### src/hdl/chr_pkg.sv
// ----------------------------------------------------------------------------
// chr_pkg: shared types and constants of the hash ring
// operation and status codes, word layouts
// ----------------------------------------------------------------------------
`default_nettype none

package chr_pkg;

    localparam logic [1:0] OP_ADD    = 2'd0;
    localparam logic [1:0] OP_REMOVE = 2'd1;
    localparam logic [1:0] OP_LOOKUP = 2'd2;

    localparam logic [2:0] ST_OK        = 3'd0;
    localparam logic [2:0] ST_ID_EXISTS = 3'd1;
    localparam logic [2:0] ST_COLLISION = 3'd2;
    localparam logic [2:0] ST_FULL      = 3'd3;
    localparam logic [2:0] ST_ABSENT    = 3'd4;
    localparam logic [2:0] ST_EMPTY     = 3'd5;

    localparam int HASH_W  = 31;
    localparam int ID_W    = 32;
    localparam int ENTRY_W = HASH_W + ID_W;

    localparam logic [63:0] MIX_GOLDEN = 64'h9e3779b97f4a7c15;
    localparam logic [63:0] MIX_MUL_A  = 64'hbf58476d1ce4e5b9;
    localparam logic [63:0] MIX_MUL_B  = 64'h94d049bb133111eb;

    typedef struct packed {
        logic [1:0]         operation;
        logic signed [31:0] key;
    } in_word_t;

    typedef struct packed {
        logic [2:0]         status;
        logic [30:0]        key_hash;
        logic [30:0]        owner_hash;
        logic signed [31:0] owner_id;
        logic [6:0]         machine_count;
    } out_word_t;

endpackage

`default_nettype wire

### src/hdl/chr_hash.sv
// ----------------------------------------------------------------------------
// chr_hash: splitmix64 of the sign extended key, low 31 bits
// sequenced through states, one 32x32 partial product per cycle
// ----------------------------------------------------------------------------
`default_nettype none

module chr_hash
    import chr_pkg::*;
(
    input  wire logic        clk,
    input  wire logic        rst_n,
    input  wire logic        start,
    input  wire logic [31:0] key,
    output logic             done,
    output logic [30:0]      hash
);

    // only the low 64 bits of each product matter: lo*lo, lo*hi, hi*lo
    localparam logic [3:0] S_IDLE = 4'd0;
    localparam logic [3:0] S_M1A  = 4'd1;
    localparam logic [3:0] S_M1B  = 4'd2;
    localparam logic [3:0] S_M1C  = 4'd3;
    localparam logic [3:0] S_M2A  = 4'd4;
    localparam logic [3:0] S_M2B  = 4'd5;
    localparam logic [3:0] S_M2C  = 4'd6;
    localparam logic [3:0] S_FIN  = 4'd7;

    logic [3:0]  state_reg, state_next;
    logic [63:0] v_reg, v_next;
    logic [63:0] acc_reg, acc_next;
    logic [31:0] ma, mb;
    logic [63:0] prod;
    logic [63:0] mul_c;
    logic [63:0] sx;

    assign sx = {{32{key[31]}}, key} + MIX_GOLDEN;
    assign prod = {32'd0, ma} * {32'd0, mb};
    assign mul_c = (state_reg == S_M1A || state_reg == S_M1B || state_reg == S_M1C)
                   ? MIX_MUL_A : MIX_MUL_B;

    always_comb
    begin
        unique case (state_reg)
            S_M1A, S_M2A: begin ma = v_reg[31:0];  mb = mul_c[31:0];  end
            S_M1B, S_M2B: begin ma = v_reg[31:0];  mb = mul_c[63:32]; end
            default:      begin ma = v_reg[63:32]; mb = mul_c[31:0];  end
        endcase
    end

    always_comb
    begin
        state_next = state_reg;
        v_next     = v_reg;
        acc_next   = acc_reg;
        done       = 1'b0;
        unique case (state_reg)
            S_IDLE:
            begin
                if (start)
                begin
                    v_next     = sx ^ (sx >> 30);
                    state_next = S_M1A;
                end
            end
            S_M1A, S_M2A:
            begin
                acc_next   = prod;
                state_next = state_reg + 4'd1;
            end
            S_M1B, S_M2B:
            begin
                acc_next   = acc_reg + {prod[31:0], 32'd0};
                state_next = state_reg + 4'd1;
            end
            S_M1C:
            begin
                acc_next   = acc_reg + {prod[31:0], 32'd0};
                v_next     = acc_next ^ (acc_next >> 27);
                state_next = S_M2A;
            end
            S_M2C:
            begin
                acc_next   = acc_reg + {prod[31:0], 32'd0};
                state_next = S_FIN;
            end
            S_FIN:
            begin
                done       = 1'b1;
                state_next = S_IDLE;
            end
            default: state_next = S_IDLE;
        endcase
    end

    assign hash = acc_reg[30:0] ^ acc_reg[61:31];

    always_ff @(posedge clk or negedge rst_n)
    begin
        if (!rst_n)
        begin
            state_reg <= S_IDLE;
        end
        else
        begin
            state_reg <= state_next;
        end
    end

    always_ff @(posedge clk)
    begin
        v_reg   <= v_next;
        acc_reg <= acc_next;
    end

endmodule

`default_nettype wire

### config.mk
export PLATFORM = sky130hd
export DESIGN_NAME = chr_hash
export DESIGN_NICKNAME = d
export VERILOG_FILES = /design/src/hdl/chr_pkg.sv /design/src/hdl/chr_hash.sv
export SDC_FILE = /design/constraint.sdc
export NUM_CORES = 2
export LEC_CHECK = 0
export BUFFER_PORTS_ARGS = -buffer_cell sky130_fd_sc_hd__buf_2
export CAP_MARGIN = 25
export CORE_MARGIN = 2
export CORE_UTILIZATION = 55
export CTS_CLUSTER_SIZE = 8
export DETAILED_ROUTE_END_ITERATION = 6
export PLACE_DENSITY = 0.73
export SYNTH_ARGS = -nofsm -noshare
export SYNTH_HDL_FRONTEND = slang
export SYNTH_SLANG_ARGS = --single-unit
### constraint.sdc
create_clock -name clk -period 26.3 [get_ports clk]
set_input_delay 5.26 -clock clk [delete_from_list [all_inputs] [get_ports clk]]
set_output_delay 5.26 -clock clk [all_outputs]
set_load 0.03 [all_outputs]
# After elaboration in Yosys (flattened, before gate mapping)

Index checks and enable logic that the tools add are counted.

Add/subtract/negate cells: 3
Multiply operators: 1
Eq/ne operators: 8
Reductions and logical operators: 10
Bitwise gates (word level): 3
Muxes and demuxes: 9

Operators with widths:

| kind                                                | count |
|---|---|
| one-hot mux 64 bit (2 select lines)                 | 2 |
| adder 64 bit                                        | 1 |
| adder 64 bit, second input constant                 | 1 |
| multiplier 32 x 32 -> 64 bit                        | 1 |
| 2-to-1 mux 32 bit                                   | 2 |
| 2-to-1 mux 64 bit                                   | 1 |
| bitwise XOR 64 x 34 -> 64 bit                       | 1 |
| bitwise XOR 64 x 37 -> 64 bit                       | 1 |
| 2-to-1 mux 62 bit                                   | 1 |
| bitwise XOR 31 bit                                  | 1 |
| equality test 4 x 3 -> 1 bit, second input constant | 4 |
| one-hot mux 4 bit (4 select lines)                  | 1 |
| equality test 4 x 2 -> 1 bit, second input constant | 2 |
| OR reduction 4 bit                                  | 2 |
| adder 4 x 1 -> 4 bit, second input constant         | 1 |
| equality test 4 x 1 -> 1 bit, second input constant | 1 |
| logical NOT 4 bit                                   | 1 |
| 2-to-1 mux 4 bit                                    | 1 |
| nonzero test 2 bit                                  | 2 |
| OR reduction 2 bit                                  | 2 |
| logical OR 1 bit                                    | 2 |
| inequality test 2 bit, second input constant        | 1 |
| AND reduction 2 bit                                 | 1 |
| 2-to-1 mux 1 bit                                    | 1 |

Flip-flop bits (word level): 132
Logic and storage cells: 37
Output and inout bits: 32

# Logic depth before layout (Yosys ltp)

Depth in word-level cells: 9
Mapped depth: 47
Depth with buffers taken out: 43

# Worst setup path after synthesis

No wires, ideal clock.

Path kind: register to register
Start: register state_reg[0]
End: register acc_reg[61], data pin
Path buffers: 5
Arrival time: 10.625 ns
Data required time: 26.039 ns
Path slack: 15.414 ns
Stages on the path, launching flop included: 44
Cells stage by stage: dfrtp_1 inv_1 ha_1 clkbuf_1 mux2i_1 or2_2 buf_2 nand2_2 buf_2 mux2i_1 inv_1 nand2_1 o21ai_0 fa_1 fa_1 fa_1 inv_1 fa_1 (+8 left out) inv_1 ha_1 buf_2 nand4_1 or3b_1 o41ai_2 nor2_1 xnor2_1 ha_1 buf_2 nand4_1 or4_1 a21o_1 a21oi_1 nor3_1 a211oi_1 xor2_1 a221o_1

Longest elaborated chain between the ends: 8
Elaborated cells between the ends (all ways): 18
Those cells by class: add/sub (1); mul (1); eq/ne (6); mux (4); reduce/logical (6)

RTL lines:

| element                                                                             | line                                           | RTL |
|---|---|---|
| from (decl)                                                                         | chr_hash.sv:28                                 | `logic [3:0] state_reg, state_next;` |
| from (signal assigned)                                                              | chr_hash.sv:105                                | `state_reg <= state_next;` |
| equality test 4 x 1 -> 1 bit / equality test 4 x 2 -> 1 bit (equally long branches) | chr_hash.sv:38, chr_hash.sv:43, chr_hash.sv:56 |  |
| logical OR 1 bit (2 in a row)                                                       | chr_hash.sv:38                                 | `assign mul_c = (state_reg == S_M1A \|\| state_reg == S_M1B \|\| state_reg == S_M1C)` |
| 2-to-1 mux 62 bit                                                                   | chr_hash.sv:39                                 | `? MIX_MUL_A : MIX_MUL_B;` |
| 2-to-1 mux 32 bit                                                                   | chr_hash.sv:43                                 | `unique case (state_reg)` |
| multiplier 32 x 32 -> 64 bit                                                        | chr_hash.sv:37                                 | `assign prod = {32'd0, ma} * {32'd0, mb};` |
| adder 64 bit                                                                        | chr_hash.sv:72, chr_hash.sv:77, chr_hash.sv:83 |  |
| one-hot mux 64 bit (2 select lines) (*)                                             | chr_hash.sv:56                                 | `unique case (state_reg)` |
| net acc_next[61]                                                                    | chr_hash.sv:30                                 | `logic [63:0] acc_reg, acc_next;` |
| to (signal assigned)                                                                | chr_hash.sv:112                                | `acc_reg <= acc_next;` |
| to (decl)                                                                           | chr_hash.sv:30                                 |  |

The timed path passes the listed nets; every way through them passes the cells marked *.
A chain may end at the register's enable or synchronous reset.

# Final worst setup path

Ends and elaborated chain as after synthesis.

==> impl_results.md <==
* Status: complete, no violations
* Worst hold path type: flip-flop to flip-flop
* H-tree levels at 4
* Non-Filler Instances at 4841
* Wire length per cell at about 28 um
* Synth area leader: fa_1
* Placed cells at 4808
* CTS max path bufs at 2
* Hold path depth at 2
* Min Tclk post-route at ~13 ns
* Starting density of the core at 0.554
* Reg2Reg Depth at 37
* Total wire length at 134000 um
* Critical path type: flip-flop to flip-flop
* Relative slew slack at 0.305
* DR vias at 29.0k
* Register area share after synthesis at 0.104
* Max-cap viol count at 0
* Slowest CP cell: mux2i_1
* Initial antenna violation count at 6
* Vias per cell at 5.98
* Fin crit share at 0.476
* Crit path max-delay family: adder cells
* Post-synth EDFFs at 128
* CP arrival at 12.70 ns
* Crit path largest cell delay at 0.82 ns
* Syn Area/Cell at 9.64 sq um
* FMAX at between 0.07 and 0.08 GHz
* I/O Buffers at 66
* Crit-path max FO at 35
* Row cnt at 96
* Commonest non-fill, non-tap cell in the layout: inv_1
* Worst-margin pin slew at 1.04 ns
* Unrepaired setup endpoints after global routing: no
* Gr usage total at 0.388
* Layout cells sized above 1 at 0.0536
* Die Height at approximately 270 um
* Ys flop type: edfxtp_1
* Fill count at roughly 6.0k
* Clk sinks at 132
* Layout Utilization at 0.583
* Worst path bufs/invs at 8
* Synth Cell Area at approximately 38000 sq um
* Post-CTS Setup Repair Bufs at 0
* Setup violators final at 0
* Io pins at 67
* Clock latency at the later pin of the worst-skew pair at 0.44 ns
* Gr ovfl total at 0
* Most frequent cells in the layout: inv_1, fa_1, ha_1, nor2_1, nand2_1
* HPWL Detailed at around 120000 um
* Die width at 267 um
* Library cells used by synthesis at 84
* Root Buffer: clkbuf_16
* CTS tree: done
* Largest net degree at the start of global routing at 65
* Worst hold slack at 0.606 ns
* Startpoint Class: flip-flop
* Area of the core at 68500 sq um
* RePlAce Congestion at 1.09
* Ys async rst share at 0.0303
* Layout Nets at 5169
* Synth-to-Final Area Change at 5.14%
* Endpoints failing hold at 0
* Skew final at between 0.015 and 0.02 ns
* Syn nets at 5162
* Clock transition at path regs at 0.06 ns
* Number of global-route vias before repair at 30.1k
* Crit-path most repeated cell: fa_1
* Clock buffers created by TritonCTS at 17
* Post-cts gate resize count at 0
* Worst path depth at 37
* Share of the synthesized area in the top cell type at 0.433
* Remaining DRCs at 0
* Starting DRT DRC Count at 3280
* #FFs+latches synth at 132
* YS warnings at 0
* DR pass1 iterations at 6
* Cell count after synthesis at 3938
* Final Max Tran Viols at 0
* Data required time of the worst path at 26.48 ns
* Die area at between 70000 and 80000 sq um
* ANT nets after route at 0
* Setup TNS at 0 ns
* Global-route wire length before repair at about 200000 um
* Critical Path End Type: flip-flop
* # hold bufs at CTS at 0
* Synth top area cells: fa_1, ha_1, edfxtp_1
==> worst min-delay path: stages (launching register included) <==
cell and delay (ns):
dfrtp_1 0.41, nand3_1 0.09, a211oi_1 0.07
==> metrics by stage <==
step	worst slack (ns)	instance area [sq um]
floorplan	15.41	38000
global route	13.24	39900
global placement	13.73	39300
finish	13.78	39900
detailed placement	14.02	39300
CTS	14.01	39900
==> Yosys cell counts (all sizes together), types with 6 or more instances <==
library cell	number
a211oi	15
a21boi	6
a21o	49
a21oi	147
a31oi	12
and2	61
and3	20
buf	26
clkbuf	92
edfxtp	128
fa	822
ha	367
inv	997
mux2	12
mux2i	37
nand2	242
nand2b	24
nand3	26
nand4	32
nor2	281
nor2b	10
nor3	79
o2111ai	6
o211ai	9
o21a	11
o21ai	120
o21bai	13
o31ai	9
or2	22
or3	12
or4	6
xnor2	92
xor2	84
==> cells by family (layout without fill, tap and decap cells) <==
kind of cell,count (synthesis),after routing,share of synthesized area
adders and majority gates,1189,1189,0.554
buffers and inverters,1116,1136,0.111
and+or+nand+nor,830,830,0.100
AOI/OAI and AO/OA,443,443,0.0749
xor gates and xnor gates,178,178,0.0418
DFF,132,132,0.104
muxes,49,49,0.0135
other,1,2,0.0000988
==> worst paths after layout <==
path / slack (ns) / startpoint / endpoint
max: 13.78 / state_reg[0] / acc_reg[61]
min reg2reg: 0.61 / state_reg[0] / state_reg[3]
min in group asynchronous: 4.64 / rst_n / state_reg[3]
max in group asynchronous: 21.52 / rst_n / state_reg[0]
max reg2reg: 13.78 / state_reg[0] / acc_reg[61]
min: 0.61 / state_reg[0] / state_reg[3]
==> per-layer routing <==
layer | vias to the layer above | track usage | share of wire
li1 | 12200 | - | -
met1 | 14400 | 0.516 | 0.37
met2 | 1958 | 0.586 | 0.44
met3 | 410 | 0.117 | 0.13
met4 | 4 | 0.181 | 0.059
met5 | - | 0 | 0.00013
==> layout make-up <==
cell class	instances	area, sq um	area share
flip-flops and latches	132	3940	0.0988
clock buffers	18	429	0.0108
repair buffers	106	631	0.0158
well taps	882	1100	0.0276
diodes	1	2.50	0.0000627
clock inverters	14	200	0.00502
inverters	998	3750	0.0939
multi-input cells	2690	29900	0.748
Power is left out: the tool's default activity adds up to more than one toggle a clock period on the data nets, which glitch-free logic cannot reach.
