File: src/hdl/chr_ram.sv
// ----------------------------------------------------------------------------
// chr_ram: generic single-port-write, single-read ram
// one write and one registered read per cycle
// ----------------------------------------------------------------------------
`default_nettype none

module chr_ram #(
    parameter int WIDTH = 8,
    parameter int DEPTH = 16
) (
    input  wire logic                     clk,
    input  wire logic                     we,
    input  wire logic [$clog2(DEPTH)-1:0] waddr,
    input  wire logic [WIDTH-1:0]         wdata,
    input  wire logic [$clog2(DEPTH)-1:0] raddr,
    output logic      [WIDTH-1:0]         rdata
);

    logic [WIDTH-1:0] mem [DEPTH];

    always_ff @(posedge clk)
    begin
        if (we)
        begin
            mem[waddr] <= wdata;
        end
        rdata <= mem[raddr];
    end

endmodule

`default_nettype wire

File: config.mk
export PLATFORM = sky130hd
export DESIGN_NAME = chr_ram
export DESIGN_NICKNAME = d
export VERILOG_FILES = /design/src/hdl/chr_ram.sv
export SDC_FILE = /design/constraint.sdc
export NUM_CORES = 1
export LEC_CHECK = 0
export BUFFER_PORTS_ARGS = -buffer_cell sky130_fd_sc_hd__buf_2
export CORE_ASPECT_RATIO = 1.5
export CORE_UTILIZATION = 25
export CTS_BUF_LIST = sky130_fd_sc_hd__clkbuf_16
export CTS_CLUSTER_DIAMETER = 40
export DETAILED_ROUTE_END_ITERATION = 12
export PLACE_DENSITY_LB_ADDON = 0.2
export SLEW_MARGIN = 30
export SYNTH_ARGS = -nofsm -noshare
export SYNTH_HDL_FRONTEND = slang
export SYNTH_SLANG_ARGS = --single-unit
File: constraint.sdc
create_clock -name clk -period 2 [get_ports clk]
set_clock_uncertainty 0.05 [all_clocks]
set_input_delay 0.1 -clock clk [delete_from_list [all_inputs] [get_ports clk]]
set_output_delay 0.1 -clock clk [all_outputs]
set_load 0.01 [all_outputs]
**Yosys cells after proc, flatten, opt, wreduce, memory -nomap -nowiden**

Memory sizes are Yosys's and may differ from the RTL's. A register that Yosys moved wholly into a read port is not among the register bits.
Index checks and enable logic that the tools add are counted.

- Input bits: 18
- Memories kept: 1
- Logic and storage cells: 3
- Memory bits (writable): 128
- Register bits after elaboration: 0

Memories:

| name | words | width | read ports | clocked after Yosys merged registers in | write ports | RTL line | text |
|---|---|---|---|---|---|---|---|
| mem | 16 | 8 | 1 | 1 | 1 | 19 | `logic [WIDTH-1:0] mem [DEPTH];` |

- Mux-type cells: 2

Operator list:

| kind | number |
|---|---|
| two-way mux 1 bit | 2 |

**Longest topological paths before layout**

Gate-level depths: netlist of run 1.

- Depth in word-level cells: 2
- Mapped depth: 5
- Mapped depth without buffers: 3

**Worst setup path after synthesis of run 1**

Ideal clock, no wire load.

- Path type: input to register
- Start point: input waddr[2]
- End point: memory mem[0][0] (enable)
- Required time: 1.567 ns
- Cell stages on the path: 2
- Arrival time: 1.210 ns
- Setup slack: 0.357 ns
- Setup time: 0.383 ns
- Path buffers: 0
- Cell sequence: or3b_2 -> nor3_1

RTL lines:

| element | RTL line | text |
|---|---|---|
| from (decl) | 13 | `input wire logic [$clog2(DEPTH)-1:0] waddr,` |
| to (decl) | 19 |  |

Straight into the memory's write port.

==> reports/qor.txt, run 1 <==
Hold Crit Depth = 1
Synth Cell Area = 5150 µm²
N_diodes = 0
Maximum fanout along the worst path = 1
Setup TNS = 0 ps
# DRC = 0
# clock sinks = 136
CP Capture Type = register
Clock period minus worst slack = 1460 ps
Cells after Synth = 229
Routed WL = 11,000 µm
Synth cell types = 19
Largest net degree at the start of global routing = 23
Area grow syn2layout = 22.8%
Detailed Route Iter0 Violations = 121
Fmax = 683 MHz
Grt ovf = 0
Met1 GRT Util = 0.128
Top Usage Layer GRT = met2
Row count = 63
Largest area contributor in the netlist = edfxtp_1
Peak supply drop = 0.516 mV
Yosys warns = 0
Fraction of layout instances using a drive strength above 1 = 0.328
PnR worst setup slack = 535 ps
Cell Count Post-Placement = 527
CTS tree = yes
Wire per inst = 19.7 µm
Nets@finish = 304
Global-route wire length before repair = 16,300 µm
Core area = 19,900 µm²
Max cap viols = 0
Slew Viols, Final = 0
Required @ worst endpoint = 2240 ps
Starting Density = 0.258
Port bufs = 25
Synth Area per Inst = 22.5 µm²
End-of-flow core utilization = 0.317
Post-cts sizing count = 0
Detailed placement HPWL = 7170 µm
CTS clk-pin slew, worst paths = 60 ps
GRT Total Usage = 0.111
Worst slew pin tran = 517 ps
Critical Path Source Type = register
Worst EP arrival = 1700 ps
# hold bufs at CTS = 0
Final setup viols = 0
Vias per Instance = 4.34
Vias after detailed routing = 2,428
Post-CTS setup buffers = 0
1st-pass router iterations = 4
DIE WIDTH = 119 µm
Antenna violations before repair = 0
H-tree level count = 4
Placer Congestion = 0.668
Clock tree buffer depth = 2
M2 GR Usage = 0.199
Vias in the first global route = 2,631
TritonCTS buffer count = 17
Final std cells w/o fill = 559
Leakage = 2.12 nW
Pre-CTS setup slack = 269 ps
Critical path type = register to register
Routed Antenna Nets = 0
Met3 Use GR = 0.0231
Die area = 21,200 µm²
Worst skew pair latency = 410 ps
Top post-synthesis cells by area = edfxtp_1 75%, mux4_2 7.9%, mux4_1 7.1%
Post-route clock period utilization = 0.732
Overall power = 0.00666 W
Worst hold path type = input pin to register
Pwr dens = 1050 nW/µm²
Outcome = finished, final reports clean
# IOs = 26
Seq/Total Area, Yosys = 0.778
Final Hold Fails = 0
Reg2reg path depth = 3
Area share of the largest cell type after synthesis = 0.747
Seq cells post-synth = 136
CTS Root Cell = clkbuf_16
RSZ-0062 raised after global routing = false
Relative slew slack = 0.655
Mapped Nets = 247
Die height = 178 µm
-- synth_stat cells (all sizes together) --
library cell,n
nor2,13
nand2b,2
mux4,32
clkdlybuf4s25,3
or3b,1
nand2,9
nor2b,1
and2,1
dfxtp,8
a22oi,16
nand3b,2
and2b,1
buf,7
nor3,4
nand3,1
edfxtp,128
-- final timing paths --
path                        startpoint                  end  slack [ps]
setup / recovery   mem[2][0]$_DFFE_PP_     rdata[0]$_DFF_P_         540
hold / removal                wdata[4]  mem[4][4]$_DFFE_PP_          30
setup reg to reg   mem[2][0]$_DFFE_PP_     rdata[0]$_DFF_P_         540
hold reg to reg   mem[12][1]$_DFFE_PP_     rdata[1]$_DFF_P_         620
-- through the flow --
stage | hold slack, ps | instance area [µm²]
global route | 27.8 | 6320
detailed placement | 454 | 5720
global placement | 448 | 5720
CTS | 24.0 | 6320
finish | 25.1 | 6320
floorplan | 149 | 5150
-- worst max-delay path, stage by stage (launching register included) --
cell and delay, ps:
edfxtp_1 380, mux4_1 490, a22oi_1 330, nand2_1 90
-- metal layers --
metal / vias up / routed length [µm]
met5: - / 0
met4: 0 / 187
met3: 13 / 242
met2: 44 / 5910
met1: 1284 / 4680
li1: 1087 / -
-- final cells by class --
type	instances	area, µm²
clock buffer	17	425
sequential	136	4000
clock inverter	15	176
tap	260	325
multi-input combinational	83	1060
timing repair buffer	48	335
fill	1915	13600
-- report_power, final --
part / total, W / switching [W] / internal (W)
Combinational: 0.000315 / 0.000179 / 0.000136
Clock: 0.00314 / 0.00118 / 0.00196
Sequential: 0.00321 / 0.0000191 / 0.00319
Total: 0.00666 / 0.00138 / 0.00529
-- placed cells by master, fill, tap and decap left out, types with 4 or more instances in the layout --
master,n
edfxtp_1,128
buf_2,25
buf_4,20
mux4_2,18
clkbuf_16,17
a22oi_1,16
mux4_1,14
nor2_1,13
nand2_1,9
dfxtp_1,8
nor3_1,4
-- logic make-up after synthesis --
| group | after synthesis | synth area share |
|---|---|---|
| compound gates | 16 | 0.0233 |
| buf+inv | 10 | 0.0168 |
| flops | 136 | 0.778 |
| mux | 32 | 0.150 |
| simple gates | 35 | 0.0318 |
-- state kept, by name, indices dropped and copies added (netlist names) --
signal and count:
rdata 8, mem 128
(Power assumes the default switching activity.)
==> run 2, diff against run 1 <==
- ABC_AREA: unset -> 1
- clock period: 2 -> 1.39 ns (I/O delays scaled with it)
==> reports/qor.txt, run 2 <==
Outcome = finished, final reports clean
Most frequent cell on the critical path = nand3_1
Worst hold path type = input pin to register
# clock sinks = 136 (unchanged)
Placer Congestion = 0.800 (+20%)
Detailed placement HPWL = 8700 µm (+21%)
Commonest cells in the netlist = 173 x nand2_1, 128 x edfxtp_1, 100 x inv_1
CTS clk-pin slew, worst paths = 70 ps (about the same)
CP max-delay cell = edfxtp_1
Synth cell types = 12 (-7)
Routed Antenna Nets = 0 (unchanged)
Count leader, synth = nand2_1
Final setup viols = 0 (unchanged)
Area after DPL = 6310 µm² (+10%)
Relative slew slack = 0.755 (+0.100)
Clock tree buffer depth = 2 (unchanged)
Pwr dens = 1350 nW/µm² (+28%)
# IOs = 26 (unchanged)
H-tree level count = 4 (unchanged)
GRT Total Usage = 0.122 (+0.0109)
Antenna violations before repair = 0 (unchanged)
Starting Density = 0.257 (-0.00143)
Grt ovf = 0 (unchanged)
1st-pass router iterations = 4 (unchanged)
# hold bufs at CTS = 0 (unchanged)
Largest net degree at the start of global routing = 65 (+180%)
CP peak stage delay = 360 ps (-130 ps)
Crit path cell chain = inv_1 -> nand2_1 -> nand3_1 -> nand3_1 -> nand3_1 -> nand2_1
Fillers = 2,312 (+21%)
Largest register FFs = 128 (unchanged)
Worst EP arrival = 1330 ps (-370 ps)
Cells after Synth = 551 (+140%)
Critical path type = register to register
Yosys warns = 0 (unchanged)
Nets@finish = 614 (+100%)
RSZ-0062 raised after global routing = false
Mapped Nets = 569 (+130%)
Main synth FF type = edfxtp_1
DIE WIDTH = 126 µm (+5.7%)
Largest Register = mem
Worst Hold Slack = 2.86 ps (-22.3 ps)
Post-route clock period utilization = 0.780 (+0.0480)
Final Hold Fails = 0 (unchanged)
Slew Viols, Final = 0 (unchanged)
Setup TNS = 0 ps (unchanged)
CP Capture Type = register
Fin area = 6840 µm² (+8.1%)
Fraction of layout instances using a drive strength above 1 = 0.133 (-0.195)
CTS Root Cell = clkbuf_16
Detailed Route Iter0 Violations = 122 (+0.83%)
Clock period minus worst slack = 1080 ps (-380 ps)
Synth Cell Area = 5770 µm² (+12%)
Post-synth EDFFs = 128 (unchanged)
Register Area = 4000 µm² (unchanged)
Wire per inst = 15.5 µm (-21%)
Top post-synthesis cells by area = edfxtp_1 67%, nand2_1 11%, nand3_1 8.4%
Synth Area per Inst = 10.5 µm² (-53%)
Worst skew pair latency = 420 ps (about the same)
# DRC = 0 (unchanged)
Seq/Total Area, Yosys = 0.694 (-0.0835)
Required @ worst endpoint = 1640 ps (-600 ps)
Largest area contributor in the netlist = edfxtp_1
Die height = 188 µm (+5.8%)
Post-cts sizing count = 0 (unchanged)
Top flop regs = mem x128, rdata x8
Most frequent cells in the layout = 173 x nand2_1, 128 x edfxtp_1, 101 x inv_1
Vias per Instance = 4.26 (-2.0%)
Worst slew pin tran = 367 ps (-151 ps)
Vias after detailed routing = 3,767 (+55%)
Most common cell after layout, fill and taps aside = nand2_1
Die area = 23,700 µm² (+12%)
Row count = 67 (+6.3%)
Area share of the largest cell type after synthesis = 0.667 (-0.0802)
Maximum fanout along the worst path = 1 (unchanged)
Peak supply drop = 0.742 mV (+44%)
Max cap viols = 0 (unchanged)
Post-CTS setup buffers = 0 (unchanged)
N_diodes = 0 (unchanged)
CTS tree = yes
Fmax = 922 MHz (+35%)
Post-synthesis async set-or-reset flop share = 0 (unchanged)
Overall power = 0.00925 W (+39%)
Area grow syn2layout = 18.6%
Port bufs = 25 (unchanged)
Seq cells post-synth = 136 (unchanged)
Critical Path Source Type = register
TritonCTS buffer count = 17 (unchanged)
Leakage = 2.92 nW (+38%)
Vias in the first global route = 3,638 (+38%)
Routed WL = 13,800 µm (+25%)
Core area = 22,500 µm² (+13%)
Global-route wire length before repair = 21,000 µm (+29%)
Multi-input gate area in the final layout = 1210 µm² (+15%)
[run 2: final cells by class]
cell class                      count  area share
Timing Repair Buffer               50      0.0531
Tap cell                          276      0.0505
Multi-Input combinational cell    289       0.177
Clock inverter                     15      0.0152
Clock buffer                       17      0.0622
Sequential cell                   136       0.586
Inverter                          102      0.0560
[run 2: where the power goes]
part | total [W] | switching (W) | leakage (nW) | internal, W
registers | 0.00461 | 0.0000271 | 1.22 | 0.00458
logic | 0.000581 | 0.000400 | 1.44 | 0.000180
clock network | 0.00406 | 0.00178 | 0.253 | 0.00228
[run 2: worst max-delay path: cells and delay by family (launching register included)]
family | cells | cell delay (ps)
buffers and inverters | 1 | 60
DFF | 1 | 360
and+or+nand+nor | 5 | 500
[run 2: stage by stage]
step / cells / utilization / setup WS, ps
after global routing: 885 / 0.304 / 231
after floorplan: 551 / - / 320
after global placement: 853 / 0.281 / 95.1
final: 885 / 0.304 / 305
after CTS: 885 / 0.304 / 288
after detailed placement: 853 / 0.281 / 95.2
[run 2: cells by family (layout without fill, tap and decap cells)]
logic type / after synthesis / in the layout / synth area share
buf+inv: 126 / 184 / 0.0952
simple gates: 289 / 289 / 0.210
flops: 136 / 136 / 0.694
[run 2: path summary, 6_finish.rpt]
path                       start                   end  slack, ps  depth (start not counted)
max          mem[6][1]$_DFFE_PP_      rdata[1]$_DFF_P_        310                          6
min reg2reg  mem[2][4]$_DFFE_PP_      rdata[4]$_DFF_P_        630                          6
max reg2reg  mem[6][1]$_DFFE_PP_      rdata[1]$_DFF_P_        310                          6
min                     wdata[7]  mem[11][7]$_DFFE_PP_          3                          1
[run 2: metal layers]
metal	vias up	GRT usage	share of wire
li1	1860	-	-
met4	0	0.0589	0.024
met5	-	0	0
met3	20	0.0191	0.025
met2	75	0.225	0.54
met1	1812	0.136	0.41
==> run 3, diff against run 2 <==
- clock period: 1.39 -> 0.9 ns (I/O delays scaled with it)
==> reports/qor.txt, run 3 (synthesis results as in run 2) <==
Register Area = 4010 µm² (+0.22%)
Int Power = 0.0113 W (+60%)
CTS Root Cell = clkbuf_16
Final setup viols = 16 (+16)
N_diodes = 0 (unchanged)
Clock period minus worst slack = 983 ps
Vias after detailed routing = 3,770 (+0.080%)
CTS tree = yes
Critical Path Source Type = register
Fillers = 2,266 (-2.0%)
Clk pwr share = 0.441 (+0.002)
Required @ worst endpoint = 810 ps (-830 ps)
Routed Antenna Nets = 0 (unchanged)
Sequential share of power = 0.484 (-0.014)
Critical path's top delay family = flip-flops
Worst skew pair latency = 420 ps (about the same)
Comb power frac = 0.075 (+0.012)
Placer Congestion = 0.747 (-6.7%)
Wire per inst = 15.8 µm (+1.9%)
CP peak stage delay = 350 ps (about the same)
1st-pass router iterations = 4 (unchanged)
Peak supply drop = 1.29 mV (+74%)
Critical path type = register to output port
# IOs = 26 (unchanged)
Most common cell after layout, fill and taps aside = nand2_1
WP buf/inv = 1 (unchanged)
Worst slew pin tran = 393 ps (+26.2 ps)
Global-route wire length before repair = 22,300 µm (+6.3%)
Post-route clock period utilization = 1.09
Starting Density = 0.257 (unchanged)
Final Hold Fails = 0 (unchanged)
Die height = 188 µm (unchanged)
CTS clk-pin slew, worst paths = 60 ps (about the same)
Pwr dens = 2000 nW/µm² (+48%)
Max cap viols = 0 (unchanged)
Detailed Route Iter0 Violations = 144 (+18%)
Failing checks = negative setup slack
Leakage = 3.09 nW (+6.0%)
Core area = 22,500 µm² (unchanged)
PnR worst setup slack = -82.5 ps (-388 ps)
Routed WL = 14,100 µm (+2.7%)
Worst hold path type = input pin to register
H-tree level count = 4 (unchanged)
DIE WIDTH = 126 µm (unchanged)
Worst EP arrival = 890 ps (-440 ps)
Slew Viols, Final = 0 (unchanged)
GRT Total Usage = 0.130 (+0.00722)
Antenna violations before repair = 0 (unchanged)
RSZ-0062 raised after global routing = true
Maximum fanout along the worst path = 1 (unchanged)
Overall power = 0.0147 W (+59%)
Port bufs = 25 (unchanged)
Fmax = 1020 MHz
Switching pwr = 0.00345 W (+56%)
Fraction of layout instances using a drive strength above 1 = 0.258 (+0.125)
Vias per Instance = 4.23 (-0.71%)
Multi-input gate area in the final layout = 1510 µm² (+25%)
Detailed placement HPWL = 9660 µm (+11%)
Relative slew slack = 0.738 (-0.0175)
# DRC = 0 (unchanged)
Sw frac = 0.235 (-0.00452)
Levels on crit path = 1 (-5)
Nets@finish = 621 (+1.1%)
CP max-delay cell = dfxtp_4
TritonCTS buffer count = 17 (unchanged)
Clock tree buffer depth = 2 (unchanged)
Outcome = complete, but fails checks
Largest net degree at the start of global routing = 65 (unchanged)
End-of-flow core utilization = 0.327 (+0.0227)
Most frequent cells in the layout = 167 x nand2_1, 128 x edfxtp_1, 100 x inv_1
Post-CTS setup buffers = 0 (unchanged)
Hold Crit Depth = 1 (unchanged)
Crit path cell chain = buf_6
Area grow syn2layout = 27.4%
Die area = 23,700 µm² (unchanged)
Row count = 67 (unchanged)
Vias in the first global route = 3,931 (+8.1%)
Reg2reg path depth = 6 (unchanged)
CP Capture Type = output port
Largest register FFs = 128 (unchanged)
# clock sinks = 136 (unchanged)
Top flop regs = mem x128, rdata x8
Largest Register = mem
Grt ovf = 0 (unchanged)
-- run 3: final timing paths --
path,startpoint,to,slack [ps]
max reg2reg,mem[9][3]$_DFFE_PP_,rdata[3]$_DFF_P_,-70
max,rdata[7]$_DFF_P_,rdata[7],-80
min,wdata[6],mem[6][6]$_DFFE_PP_,3
min reg2reg,mem[15][7]$_DFFE_PP_,rdata[7]$_DFF_P_,610
-- run 3: repair_timing --
item / in CTS / in global routing
endpoints found under the setup margin: 16 / 16
gates resized for setup: 41 / 29
endpoints found under the hold margin: 16 / 6
hold buffers: 1 / 1
pin swaps: 48 / 20
-- run 3: area by class of cell --
type | instances | area share
clock buffers | 17 | 0.0579
clock inverters | 15 | 0.0179
inverters | 102 | 0.0521
multi-input cells | 289 | 0.206
flip-flops and latches | 136 | 0.546
well taps | 276 | 0.0470
repair buffers | 57 | 0.0734
-- run 3: per-stage QoR --
| step | setup WS, ps | instances | instance area (µm²) | TNS, ps | hold WS, ps |
|---|---|---|---|---|---|
| 3_5_place_dp | -287 | 858 | 6460 | -33010 | 396 |
| 2_1_floorplan | -124 | 551 | 5790 | -11630 | 93.9 |
| 3_3_place_gp | -279 | 858 | 6460 | -30190 | 398 |
| 4_1_cts | -116 | 891 | 7210 | -1180 | 2.54 |
| 6_report | -82.5 | 892 | 7350 | -784 | 3.35 |
| 5_1_grt | -128 | 892 | 7350 | -1650 | 8.98 |
-- run 3: power by group through the flow --
| stage | Sequential (W) | Clock (W) | Combinational, W |
|---|---|---|---|
| floorplan | 0.00727 | 0 | 0.000509 |
| global placement | 0.00726 | 0 | 0.000987 |
| detailed placement | 0.00726 | 0 | 0.000991 |
| CTS | 0.00713 | 0.00669 | 0.00108 |
| global route | 0.00715 | 0.00692 | 0.00123 |
| finish | 0.00713 | 0.00650 | 0.00110 |
-- run 3: metal layers --
metal	GRT usage	routed length, µm	vias up	part of all wire
li1	-	-	1878	-
met1	0.148	5870	1811	0.42
met2	0.231	7580	61	0.54
met3	0.0277	403	20	0.029
met4	0.0538	279	0	0.020
met5	0	0	-	0
